==> src/hdl/poi_pkg.sv <==
// ----------------------------------------------------------------------------
// poi_pkg
// Types and constants for the planar odometry integrator.
// ----------------------------------------------------------------------------
package poi_pkg;

  localparam int unsigned VelW   = 24;
  localparam int unsigned GainW  = 16;
  localparam int unsigned StampW = 32;
  localparam int unsigned HeadW  = 16;
  localparam int unsigned QuatW  = 16;
  localparam int unsigned OutPosW = 40;
  localparam int unsigned CordW  = 34;
  localparam int unsigned CordSteps = 16;
  localparam int unsigned CfgIdxW = 1;

  localparam logic [CfgIdxW-1:0] CfgGainX = 1'b0;
  localparam logic [CfgIdxW-1:0] CfgGainY = 1'b1;

  localparam logic signed [CordW-1:0] CordicGain = 34'sd652032874;
  localparam logic [63:0] InvTwoPiQ32 = 64'd683565276;

  typedef enum logic [3:0] {
    ST_IDLE, ST_MUL_SX, ST_MUL_SY, ST_MUL_H, ST_MUL_H2, ST_COR1,
    ST_MUL_RX1, ST_MUL_RX2, ST_MUL_RY1, ST_MUL_RY2, ST_MUL_PX, ST_MUL_PY,
    ST_COR2, ST_OUT
  } state_e;

  function automatic logic signed [CordW-1:0] atan_bam(input logic [3:0] i);
    logic signed [CordW-1:0] r;
    case (i)
      4'd0:  r = 34'sd536870912;
      4'd1:  r = 34'sd316933406;
      4'd2:  r = 34'sd167458907;
      4'd3:  r = 34'sd85004756;
      4'd4:  r = 34'sd42667331;
      4'd5:  r = 34'sd21354465;
      4'd6:  r = 34'sd10679838;
      4'd7:  r = 34'sd5340245;
      4'd8:  r = 34'sd2670163;
      4'd9:  r = 34'sd1335087;
      4'd10: r = 34'sd667544;
      4'd11: r = 34'sd333772;
      4'd12: r = 34'sd166886;
      4'd13: r = 34'sd83443;
      4'd14: r = 34'sd41722;
      default: r = 34'sd20861;
    endcase
    return r;
  endfunction

endpackage

==> src/hdl/planar_odometry_integrator_core.sv <==
// ----------------------------------------------------------------------------
// planar_odometry_integrator_core
// Dead-reckoning odometry: gain scaling, CORDIC rotation, position and
// heading integration, heading quaternion.
// ----------------------------------------------------------------------------
//  channel  | dir | contents
//  s_axis   | in  | vel_x, vel_y, yaw_rate, stamp
//  m_axis   | out | pos_x, pos_y, heading, quat z/w, scaled vel, yaw rate
//  cfg      | in  | gain_x (0), gain_y (1)
//
// Ten products go through a shift-add multiplier, one multiplier bit per
// cycle, stopping once the remaining multiplier bits are zero; a negative
// sine or cosine, being sign-extended, runs through all multiplier bits.
// Each product is used as soon as it is complete, and the CORDIC
// rotation runs twice. One item is in work at a time; the output register
// holds the result until taken and blocks the input.
// Reset clears position, heading, last stamp and sets both gains to 1.0.
module planar_odometry_integrator_core #(
  parameter int unsigned POSITION_BITS = 40
) (
  input  logic         clk_i,
  input  logic         rst_ni,
  input  logic         s_axis_tvalid,
  output logic         s_axis_tready,
  // vel_x[23:0], vel_y[47:24], yaw_rate[71:48], stamp[103:72]
  input  logic [103:0] s_axis_tdata,
  output logic         m_axis_tvalid,
  input  logic         m_axis_tready,
  // pos_x[39:0], pos_y[79:40], heading_turns[95:80], quat_z[111:96],
  // quat_w[127:112], scaled_vel_x[151:128], scaled_vel_y[175:152],
  // yaw_rate_out[199:176]
  output logic [199:0] m_axis_tdata,
  input  logic         cfg_we_i,
  input  logic [poi_pkg::CfgIdxW-1:0] cfg_idx_i,
  input  logic [poi_pkg::GainW-1:0]   cfg_data_i
);
  import poi_pkg::*;

  localparam int unsigned PW = POSITION_BITS;

  state_e state_q, state_d;

  logic [GainW-1:0] gain_x_q, gain_y_q;
  logic [PW-1:0] posx_q, posx_d, posy_q, posy_d;
  logic [HeadW-1:0] head_q, head_d;
  logic [StampW-1:0] last_q, last_d;

  logic signed [VelW-1:0] vx_q, vy_q, wz_q, vx_d, vy_d, wz_d;
  logic signed [VelW-1:0] sx_q, sx_d, sy_q, sy_d;
  logic [StampW-1:0] dt_q, dt_d;
  logic signed [CordW-1:0] c_q, c_d, s_q, s_d;
  logic signed [63:0] rx_q, rx_d;

  // serial multiplier: acc += a when multiplier lsb set, a shifts left
  logic [63:0] ma_q, ma_d, mb_q, mb_d, acc_q, acc_d;
  logic [6:0] cnt_q, cnt_d;

  // cordic
  logic signed [CordW-1:0] cx_q, cx_d, cy_q, cy_d, cz_q, cz_d;
  logic [1:0] cq_q, cq_d;

  logic        ov_q, ov_d;
  logic [199:0] out_q, out_d;

  // position zero-extended so the output slice exists for any width
  logic [63:0] posx_ext, posy_ext;
  assign posx_ext = 64'(posx_q);
  assign posy_ext = 64'(posy_q);

  logic s_fire, m_fire;
  assign s_fire = s_axis_tvalid && s_axis_tready;
  assign m_fire = m_axis_tvalid && m_axis_tready;
  assign s_axis_tready = (state_q == ST_IDLE) && !ov_q;
  assign m_axis_tvalid = ov_q;
  assign m_axis_tdata  = out_q;

  function automatic logic signed [VelW-1:0] sat24(input logic signed [63:0] v);
    if (v > 64'sd8388607) return 24'sh7FFFFF;
    if (v < -64'sd8388608) return 24'sh800000;
    return v[VelW-1:0];
  endfunction

  function automatic logic signed [QuatW-1:0] to_q15(input logic signed [CordW-1:0] v);
    logic signed [CordW-1:0] t;
    t = (v + 34'sd16384) >>> 15;
    if (t > 34'sd32767) return 16'sh7FFF;
    if (t < -34'sd32768) return 16'sh8000;
    return t[QuatW-1:0];
  endfunction

  // load cordic start state for a 32-bit angle
  task automatic cord_load(input logic [31:0] ang);
    logic [1:0] q;
    logic signed [CordW-1:0] z;
    q = ang[31:30];
    z = {4'b0, ang[29:0]};
    if (ang[29]) begin
      z = z - (34'sd1 <<< 30);
      q = q + 2'd1;
    end
    cx_d = CordicGain;
    cy_d = '0;
    cz_d = z;
    cq_d = q;
  endtask

  // multiplier load (operands pre-extended to 64 bits)
  task automatic mul_load(input logic [63:0] a, input logic [63:0] b);
    ma_d = a; mb_d = b; acc_d = '0; cnt_d = '0;
  endtask

  logic mul_done;
  assign mul_done = (cnt_q == 7'd64) || (mb_q == '0);

  logic signed [CordW-1:0] c_fin, s_fin;
  always_comb begin
    case (cq_q)
      2'd1: begin c_fin = -cy_q; s_fin = cx_q;  end
      2'd2: begin c_fin = -cx_q; s_fin = -cy_q; end
      2'd3: begin c_fin = cy_q;  s_fin = -cx_q; end
      default: begin c_fin = cx_q; s_fin = cy_q; end
    endcase
  end

  logic signed [CordW-1:0] ysh, xsh;
  logic [3:0] ci;
  assign ci  = cnt_q[3:0];
  assign ysh = cy_q >>> ci;
  assign xsh = cx_q >>> ci;

  always_comb begin
    state_d = state_q;
    posx_d = posx_q; posy_d = posy_q; head_d = head_q; last_d = last_q;
    vx_d = vx_q; vy_d = vy_q; wz_d = wz_q; sx_d = sx_q; sy_d = sy_q;
    dt_d = dt_q; c_d = c_q; s_d = s_q; rx_d = rx_q;
    ma_d = ma_q; mb_d = mb_q; acc_d = acc_q; cnt_d = cnt_q;
    cx_d = cx_q; cy_d = cy_q; cz_d = cz_q; cq_d = cq_q;
    ov_d = ov_q; out_d = out_q;
    if (m_fire) ov_d = 1'b0;

    if (state_q != ST_IDLE && state_q != ST_COR1 && state_q != ST_COR2 &&
        state_q != ST_OUT && !mul_done) begin
      if (mb_q[0]) acc_d = acc_q + ma_q;
      ma_d = ma_q << 1;
      mb_d = mb_q >> 1;
      cnt_d = cnt_q + 7'd1;
    end else begin
      case (state_q)
        ST_IDLE: begin
          if (s_fire) begin
            vx_d = s_axis_tdata[23:0];
            vy_d = s_axis_tdata[47:24];
            wz_d = s_axis_tdata[71:48];
            dt_d = s_axis_tdata[103:72] - last_q;
            last_d = s_axis_tdata[103:72];
            mul_load({{40{s_axis_tdata[23]}}, s_axis_tdata[23:0]}, {48'b0, gain_x_q});
            state_d = ST_MUL_SX;
          end
        end
        ST_MUL_SX: begin
          sx_d = sat24($signed(acc_q) >>> 12);
          mul_load({{40{vy_q[23]}}, vy_q}, {48'b0, gain_y_q});
          state_d = ST_MUL_SY;
        end
        ST_MUL_SY: begin
          sy_d = sat24($signed(acc_q) >>> 12);
          mul_load({{40{wz_q[23]}}, wz_q}, {32'b0, dt_q});
          state_d = ST_MUL_H;
        end
        ST_MUL_H: begin
          mul_load(acc_q, InvTwoPiQ32);
          state_d = ST_MUL_H2;
        end
        ST_MUL_H2: begin
          rx_d = $signed(acc_q);
          cord_load({head_q, 16'b0});
          cnt_d = '0;
          state_d = ST_COR1;
        end
        ST_COR1, ST_COR2: begin
          if (cnt_q == 7'(CordSteps)) begin
            if (state_q == ST_COR1) begin
              c_d = c_fin; s_d = s_fin;
              mul_load({{40{sx_q[23]}}, sx_q}, {{30{c_fin[CordW-1]}}, c_fin});
              state_d = ST_MUL_RX1;
            end else begin
              out_d = {wz_q, sy_q, sx_q, to_q15(c_fin), to_q15(s_fin), head_q,
                       posy_ext[OutPosW-1:0], posx_ext[OutPosW-1:0]};
              ov_d = 1'b1;
              state_d = ST_IDLE;
            end
          end else begin
            if (!cz_q[CordW-1]) begin
              cx_d = cx_q - ysh; cy_d = cy_q + xsh; cz_d = cz_q - atan_bam(ci);
            end else begin
              cx_d = cx_q + ysh; cy_d = cy_q - xsh; cz_d = cz_q + atan_bam(ci);
            end
            cnt_d = cnt_q + 7'd1;
          end
        end
        ST_MUL_RX1: begin
          head_d = head_q + rx_q[63:48];
          rx_d = $signed(acc_q);
          mul_load({{40{sy_q[23]}}, sy_q}, {{30{s_q[CordW-1]}}, s_q});
          state_d = ST_MUL_RX2;
        end
        ST_MUL_RX2: begin
          rx_d = (rx_q - $signed(acc_q)) >>> 30;
          mul_load({{40{sx_q[23]}}, sx_q}, {{30{s_q[CordW-1]}}, s_q});
          state_d = ST_MUL_RY1;
        end
        ST_MUL_RY1: begin
          mul_load({{40{sy_q[23]}}, sy_q}, {{30{c_q[CordW-1]}}, c_q});
          // keep first product in out_q scratch
          out_d[63:0] = acc_q;
          state_d = ST_MUL_RY2;
        end
        ST_MUL_RY2: begin
          out_d[63:0] = 64'($signed(out_q[63:0] + acc_q) >>> 30);
          mul_load(rx_q, {32'b0, dt_q});
          state_d = ST_MUL_PX;
        end
        ST_MUL_PX: begin
          posx_d = posx_q + PW'($signed(acc_q) >>> 16);
          mul_load(out_q[63:0], {32'b0, dt_q});
          state_d = ST_MUL_PY;
        end
        ST_MUL_PY: begin
          posy_d = posy_q + PW'($signed(acc_q) >>> 16);
          cord_load({1'b0, head_q, 15'b0});
          cnt_d = '0;
          state_d = ST_COR2;
        end
        default: state_d = ST_IDLE;
      endcase
    end
  end

  always_ff @(posedge clk_i or negedge rst_ni) begin
    if (!rst_ni) begin
      state_q <= ST_IDLE;
      gain_x_q <= 16'd4096; gain_y_q <= 16'd4096;
      posx_q <= '0; posy_q <= '0; head_q <= '0; last_q <= '0;
      ov_q <= 1'b0; cnt_q <= '0;
    end else begin
      state_q <= state_d;
      posx_q <= posx_d; posy_q <= posy_d; head_q <= head_d; last_q <= last_d;
      ov_q <= ov_d; cnt_q <= cnt_d;
      if (cfg_we_i && cfg_idx_i == CfgGainX) gain_x_q <= cfg_data_i;
      if (cfg_we_i && cfg_idx_i == CfgGainY) gain_y_q <= cfg_data_i;
    end
  end

  always_ff @(posedge clk_i) begin
    vx_q <= vx_d; vy_q <= vy_d; wz_q <= wz_d; sx_q <= sx_d; sy_q <= sy_d;
    dt_q <= dt_d; c_q <= c_d; s_q <= s_d; rx_q <= rx_d;
    ma_q <= ma_d; mb_q <= mb_d; acc_q <= acc_d;
    cx_q <= cx_d; cy_q <= cy_d; cz_q <= cz_d; cq_q <= cq_d;
    out_q <= out_d;
  end

endmodule

==> config.mk <==
export PLATFORM = sky130hd
export DESIGN_NAME = planar_odometry_integrator_core
export DESIGN_NICKNAME = d
export VERILOG_FILES = /design/src/hdl/poi_pkg.sv /design/src/hdl/planar_odometry_integrator_core.sv
export SDC_FILE = /design/constraint.sdc
export NUM_CORES = 2
export LEC_CHECK = 0
export BUFFER_PORTS_ARGS = -buffer_cell sky130_fd_sc_hd__buf_2
export CAP_MARGIN = 0
export CELL_PAD_IN_SITES_DETAIL_PLACEMENT = 0
export CELL_PAD_IN_SITES_GLOBAL_PLACEMENT = 2
export CORE_ASPECT_RATIO = 0.6
export CORE_MARGIN = 3
export CORE_UTILIZATION = 37
export CTS_BUF_LIST = sky130_fd_sc_hd__clkbuf_4 sky130_fd_sc_hd__clkbuf_8 sky130_fd_sc_hd__clkbuf_16
export DETAILED_ROUTE_END_ITERATION = 12
export PLACE_DENSITY_LB_ADDON = 0.1
export SYNTH_ARGS = -nofsm -noshare
export SYNTH_HDL_FRONTEND = slang
export SYNTH_SLANG_ARGS = --single-unit
==> constraint.sdc <==
create_clock -name clk_i -period 12.1 [get_ports clk_i]
set_input_delay 1.815 -clock clk_i [delete_from_list [all_inputs] [get_ports clk_i]]
set_output_delay 1.815 -clock clk_i [all_outputs]
set_load 0.02 [all_outputs]
Word level (Yosys, flattened, before mapping)
Memories as Yosys holds them, arrays and structs flattened. Index checks and enable logic that the tools add are counted.

Order comparisons: 6. Shifts and indexed selects: 2. Muxes and demuxes: 106. $add $sub $neg: 22. Equal/unequal tests: 30. Bitwise gates (word level): 3. Reductions and logical operators: 54.

Operator list (number): 64-bit 2-to-1 mux (14); 64-bit case mux with 9 select lines (1); 34-bit 2-to-1 mux (16); 64-bit case mux with 7 select lines (1); 64-bit case mux with 3 select lines (2); 34-bit case mux with 3 select lines (3); 24-bit 2-to-1 mux (6); 34-bit case mux with 2 select lines (2); 64-bit adder (2); 16-bit 2-to-1 mux (8); 64-bit case mux with 2 select lines (1); 34-bit adder (3); 34-bit subtractor (3); 40-bit adder (2); 34-bit by 16-bit adder with 34-bit output (second input constant) (2); 34-bit negation (2); 34-bit by 4-bit >>> shifter with 34-bit output (2); 64-bit logical NOT (1); 30-bit by 31-bit subtractor with 32-bit output (second input constant) (2); 64-bit subtractor (1); 63-bit 2-to-1 mux (1); 52-bit by 24-bit greater-than comparator with 1-bit output (second input constant) (1); 52-bit by 24-bit < comparator with 1-bit output (second input constant) (1); 4-bit case mux with 12 select lines (1); other kinds (47) (145).

Register bits: 928. Bits in read-only memories: 960. Memories: 2. Input bits: 126. Output and inout bits: 202. Logic and storage cells: 253.

Memories: (name not given) (words 16, width 30, rd ports 1, clocked after Yosys merged registers in 0, write ports 0, RTL line poi_pkg.sv:31) `case (i)`; (name not given) (words 16, width 30, rd ports 1, clocked after Yosys merged registers in 0, write ports 0, RTL line poi_pkg.sv:31).

Logic depth before layout (Yosys ltp)
Depth after elaboration: 16. Gate-level depth with buffers: 33. Mapped depth without buffers: 28.

Worst setup path before layout
No wires, ideal clock.

Path kind: reg-to-reg. Start: reg cnt_q[1]. End: reg out_q[100] (netlist: m_axis_tdata[100]) (enable). Path buffers: 4. Arrival time: 11.875 ns. Setup time: 0.800 ns. Required time: 11.300 ns. Path slack: -0.575 ns. Cell stages (with the launch flop): 10. Period minus slack after synthesis: 12.675 ns. Path through: dfrtp_1 > buf_1 > clkbuf_1 > inv_1 > clkbuf_1 > ha_1 > nand2_1 > or4_1 > clkbuf_1 > nor3_1.

Cells in the longest elaborated chain, start to end: 6. Elaborated cells on any way between the ends: 7. Classes of those cells: eq/ne: 2; bitwise: 1; reduce/logical: 4.

RTL lines: start: declaration (RTL line planar_odometry_integrator_core.sv:56) `logic [6:0] cnt_q, cnt_d;`; start signal: assignment (RTL line planar_odometry_integrator_core.sv:248) `ov_q <= ov_d; cnt_q <= cnt_d;`; 7-bit == test (RTL line planar_odometry_integrator_core.sv:113) `assign mul_done = (cnt_q == 7'd64) || (mb_q == '0);`; 1-bit logical OR (RTL line planar_odometry_integrator_core.sv:113); 1-bit logical NOT (RTL line planar_odometry_integrator_core.sv:142) `state_q != ST_OUT && !mul_done) begin`; 1-bit logical AND (RTL line planar_odometry_integrator_core.sv:142); 1-bit inverter (no source line); 4-bit AND reduction (no source line) (*); end signal: assignment (RTL line planar_odometry_integrator_core.sv:259) `out_q <= out_d;`; end: declaration (RTL line planar_odometry_integrator_core.sv:63) `logic [199:0] out_q, out_d;`.

Every way passes the cells marked *; elsewhere a longest branch is shown, timed or not. A chain may end at the register's enable or synchronous reset.

Worst setup path in the final report
Start: reg cnt_q[0]. End: reg cz_q[32] (data pin).

Cells in the longest elaborated chain, start to end: 9. Elaborated cells on any way between the ends: 15. Classes of those cells: add/sub: 2; mux: 11; memory: 2.

RTL lines: memory 16 x 30 bit; 34-bit 2-to-1 mux (RTL line planar_odometry_integrator_core.sv:193) `if (!cz_q[CordW-1]) begin`; 34-bit 2-to-1 mux (RTL line planar_odometry_integrator_core.sv:181) `if (cnt_q == 7'(CordSteps)) begin`; 34-bit 2-to-1 mux (RTL line planar_odometry_integrator_core.sv:148) `case (state_q)`; 34-bit 2-to-1 mux (RTL line planar_odometry_integrator_core.sv:141) `if (state_q != ST_IDLE && state_q != ST_COR1 && state_q != ST_COR2 &&`; 34-bit subtractor / 34-bit adder (equally long branches) (RTL line planar_odometry_integrator_core.sv:194, planar_odometry_integrator_core.sv:196); 34-bit 2-to-1 mux (*) (RTL line planar_odometry_integrator_core.sv:193); 34-bit 2-to-1 mux (*) (RTL line planar_odometry_integrator_core.sv:181); 34-bit case mux with 3 select lines (*) (RTL line planar_odometry_integrator_core.sv:148); end signal: assignment (RTL line planar_odometry_integrator_core.sv:258) `cx_q <= cx_d; cy_q <= cy_d; cz_q <= cz_d; cq_q <= cq_d;`; end: declaration (RTL line planar_odometry_integrator_core.sv:59) `logic signed [CordW-1:0] cx_q, cx_d, cy_q, cy_d, cz_q, cz_d;`.

Every way passes the cells marked *; elsewhere a longest branch is shown, timed or not. The select of a mux whose other input is x is not followed.

==> metrics.txt <==
outcome=completed; die area=179,000 um2; cell type with the largest total area after synthesis=edfxtp_1; power per cell area=96.3 nW/um2; worst clock skew=0.0332 ns; number of maximum-capacitance violations=0; final-stage net count=7,405; Hold Path Class=flop to flop; total number of clock tree sinks=928; CTS max path bufs=3; clock tree root driver cell=clkbuf_16; DP Wirelength=199,000 um; post-synthesis sequential area ratio=0.419; Port Buffer Count=327; die extent in x=544 um; relative max-transition margin=0.0726; first-pass GRT wire length=374,000 um; Syn Inst Count=6,617; die height=329 um; fraction of final layout cells sized beyond drive strength 1=0.136; max incr delay on CP=0.81 ns; number of buffers created by CTS=100; nets in the synthesized netlist=7,178; data arrival time at the worst-slack endpoint=7.87 ns; share of the clock period used by the worst path=0.613; final instance area=72,500 um2; most common flop cell mapped by yosys=edfxtp_1; pin count of the biggest net entering global routing=120; worst-skew pair later-pin latency=0.75 ns; post-synthesis to final-layout area growth=12.6%; std cell rows=117; worst setup slack before clock tree synthesis=4.87 ns; Antenna Nets Post-Route=0; Placed Instance Area=68,800 um2; endpoints failing setup=0; most frequent cells after synthesis=758 x nand2_1, 754 x edfxtp_1, 483 x a21oi_1; netlist area before placement=64,400 um2; per-cell routed wire length=28.6 um; CP max stage cell=dfrtp_4; count of flip-flops with a built-in enable after synthesis=754; all-layer global routing usage=0.286; drt initial violations=7,520; DR DRC count=0; Slew @ Worst Pin=1.37 ns; RSZ-0062 raised after global routing=no; Core Region=171,000 um2; Worst-path clk slew=0.07 ns; effective utilization at floorplan=0.376; final critical path time including I/O delays and setup=7.41 ns; Max Transition Viols Final=0; Critical Path Start Type=flop; synthesized area per cell=9.73 um2; DR vias=55,500; number of endpoints with negative hold slack in the final report=0; maximum frequency from static timing analysis=135 MHz; synthesis-stage register bit count=928; library cells used by synthesis=102; final wirelength=263,000 um; cells resized by post-CTS repair=0; final RePlAce weighted congestion=0.919; Hold-fix buffers, CTS=0; Fin Setup TNS=0 ns; largest vdd supply drop=0.126 mV; most frequently used cell type in the post-synthesis netlist=nand2_1; fillcell total=16,600; Post-CTS Setup Bufs=0; worst-path fanout max=42; Yosys top cell area share=0.352; class of the most critical setup path=flop to flop; Overflow after GRT=0; total leakage power=30.3 nW; share of async-settable or async-resettable flops after synthesis=0.185; Worst Path Required=12.55 ns; First-pass DRT Iterations=10; antenna violations before repair=29; DR vias/cell=6.04; final worst-path setup slack=4.69 ns; number of placed I/O pins=328; Yosys warning count=0; H-tree levels=3; top area cells in the synthesized netlist=edfxtp_1 35%, ha_1 8.3%, dfrtp_1 6.6%, nand2_1 4.4%, a21oi_1 3.8%; vias in the first global route=50,600; TritonCTS clock tree=done; Worst Setup End Kind=flop; ordered list of cells on the worst path=clkinv_1 > ha_1 > nor2_1 > a211oi_1 > a31oi_1 > nand2_1 > or3_1 > nor4bb_1 > or2_2 > xor2_1 > ha_1 > a21o_1 > a21o_1 > a21o_1 > a21oi_1 > o21ai_0 > a21oi_1 > o21ai_0 > o311ai_0 > a31oi_1 > a211oi_1 > xor2_1 > o21ai_0
[area by class of cell]
type                            count  area, um2  area share
Timing Repair Buffer              473       2750      0.0380
Inverter                          280       1050      0.0145
Antenna cell                        6       15.0    0.000207
Sequential cell                   928      27000       0.372
Clock inverter                     61        893      0.0123
Clock buffer                      126       2740      0.0378
Multi-Input combinational cell   5061      35200       0.486
Tap cell                         2261       2830      0.0390
[worst paths after layout]
path	from	endpoint	slack, ns	cells past startpoint
setup / recovery	cnt_q[0]	cz_q[32]	4.69	23
max in group asynchronous	rst_ni	gain_y_q[10]	9.60	2
hold reg to reg	sy_q[21]	m_axis_tdata[173]	0.45	0
hold / removal	sy_q[21]	m_axis_tdata[173]	0.45	0
setup reg to reg	cnt_q[0]	cz_q[32]	4.69	23
min in group asynchronous	rst_ni	m_axis_tvalid	1.00	1
[stage by stage]
stage | total power, mW | instances | util | hold slack, ns
after global placement | 3.60 | 9003 | 0.402 | 0.433
after floorplan | 3.54 | 6617 | - | 0.425
after CTS | 7.06 | 9190 | 0.424 | 0.448
after global routing | 7.18 | 9191 | 0.424 | 0.451
final | 6.98 | 9196 | 0.424 | 0.451
after detailed placement | 3.60 | 9003 | 0.402 | 0.434
[sequential cells by signal (all words and copies together) (netlist names), 32 cells and up]
signal        cells
rx_q             64
posy_q           40
s_q              34
cx_q             34
last_q           32
c_q              34
dt_q             32
cz_q             34
mb_q             64
posx_q           40
m_axis_tdata    200
acc_q            64
ma_q             64
cy_q             34
[metal layers]
metal  GRT usage  share of wire
met2       0.339           0.35
met3      0.0823           0.12
met5           0       0.000084
met4      0.0472          0.016
met1       0.488           0.52
[cell families (layout without fill, tap and decap cells)]
kind of cell	count (synthesis)	in the layout	share of synthesized area
AOI/OAI and AO/OA	1976	1976	0.199
adders and majority gates	435	435	0.0855
DFF	928	928	0.419
buffers and inverters	628	940	0.0376
muxes	236	236	0.0566
other	0	6	0
xor gates and xnor gates	422	422	0.0574
and+or+nand+nor	1992	1992	0.144
[critical path: cells and delay by family, from the launching register on]
family	cells	cell delay, ns
compound gates	13	3.28
simple gates	5	1.45
flops	1	0.81
buf+inv	1	0.49
xor+xnor	2	0.38
fa+ha+maj	2	0.72
[cells in the final DEF, fill, tap and decap left out, drive strengths merged, types with 27 or more instances in the layout]
cell type / count
a211oi: 43
a21boi: 28
a21o: 210
a21oi: 484
a221oi: 60
a222oi: 50
a22oi: 134
a31oi: 112
and2: 55
and3: 64
buf: 472
clkbuf: 127
clkinv: 33
dfrtp: 170
edfxtp: 754
ha: 427
inv: 279
mux2: 66
mux2i: 75
mux4: 95
nand2: 758
nand2b: 76
nand3: 138
nand4: 61
nor2: 458
nor2b: 62
nor3: 134
nor4: 52
o211ai: 27
o21a: 53
o21ai: 495
o21bai: 46
o31ai: 64
or2: 30
or3: 31
xnor2: 236
xor2: 186
[report_power, final]
group          leakage [nW]  switching, mW  internal [mW]
sequential             9.13         0.0117           3.43
combinational          19.4         0.0473         0.0375
clock                  1.76           1.47           1.99
total                  30.3           1.53           5.46
Power figures use the tool's default switching activity.
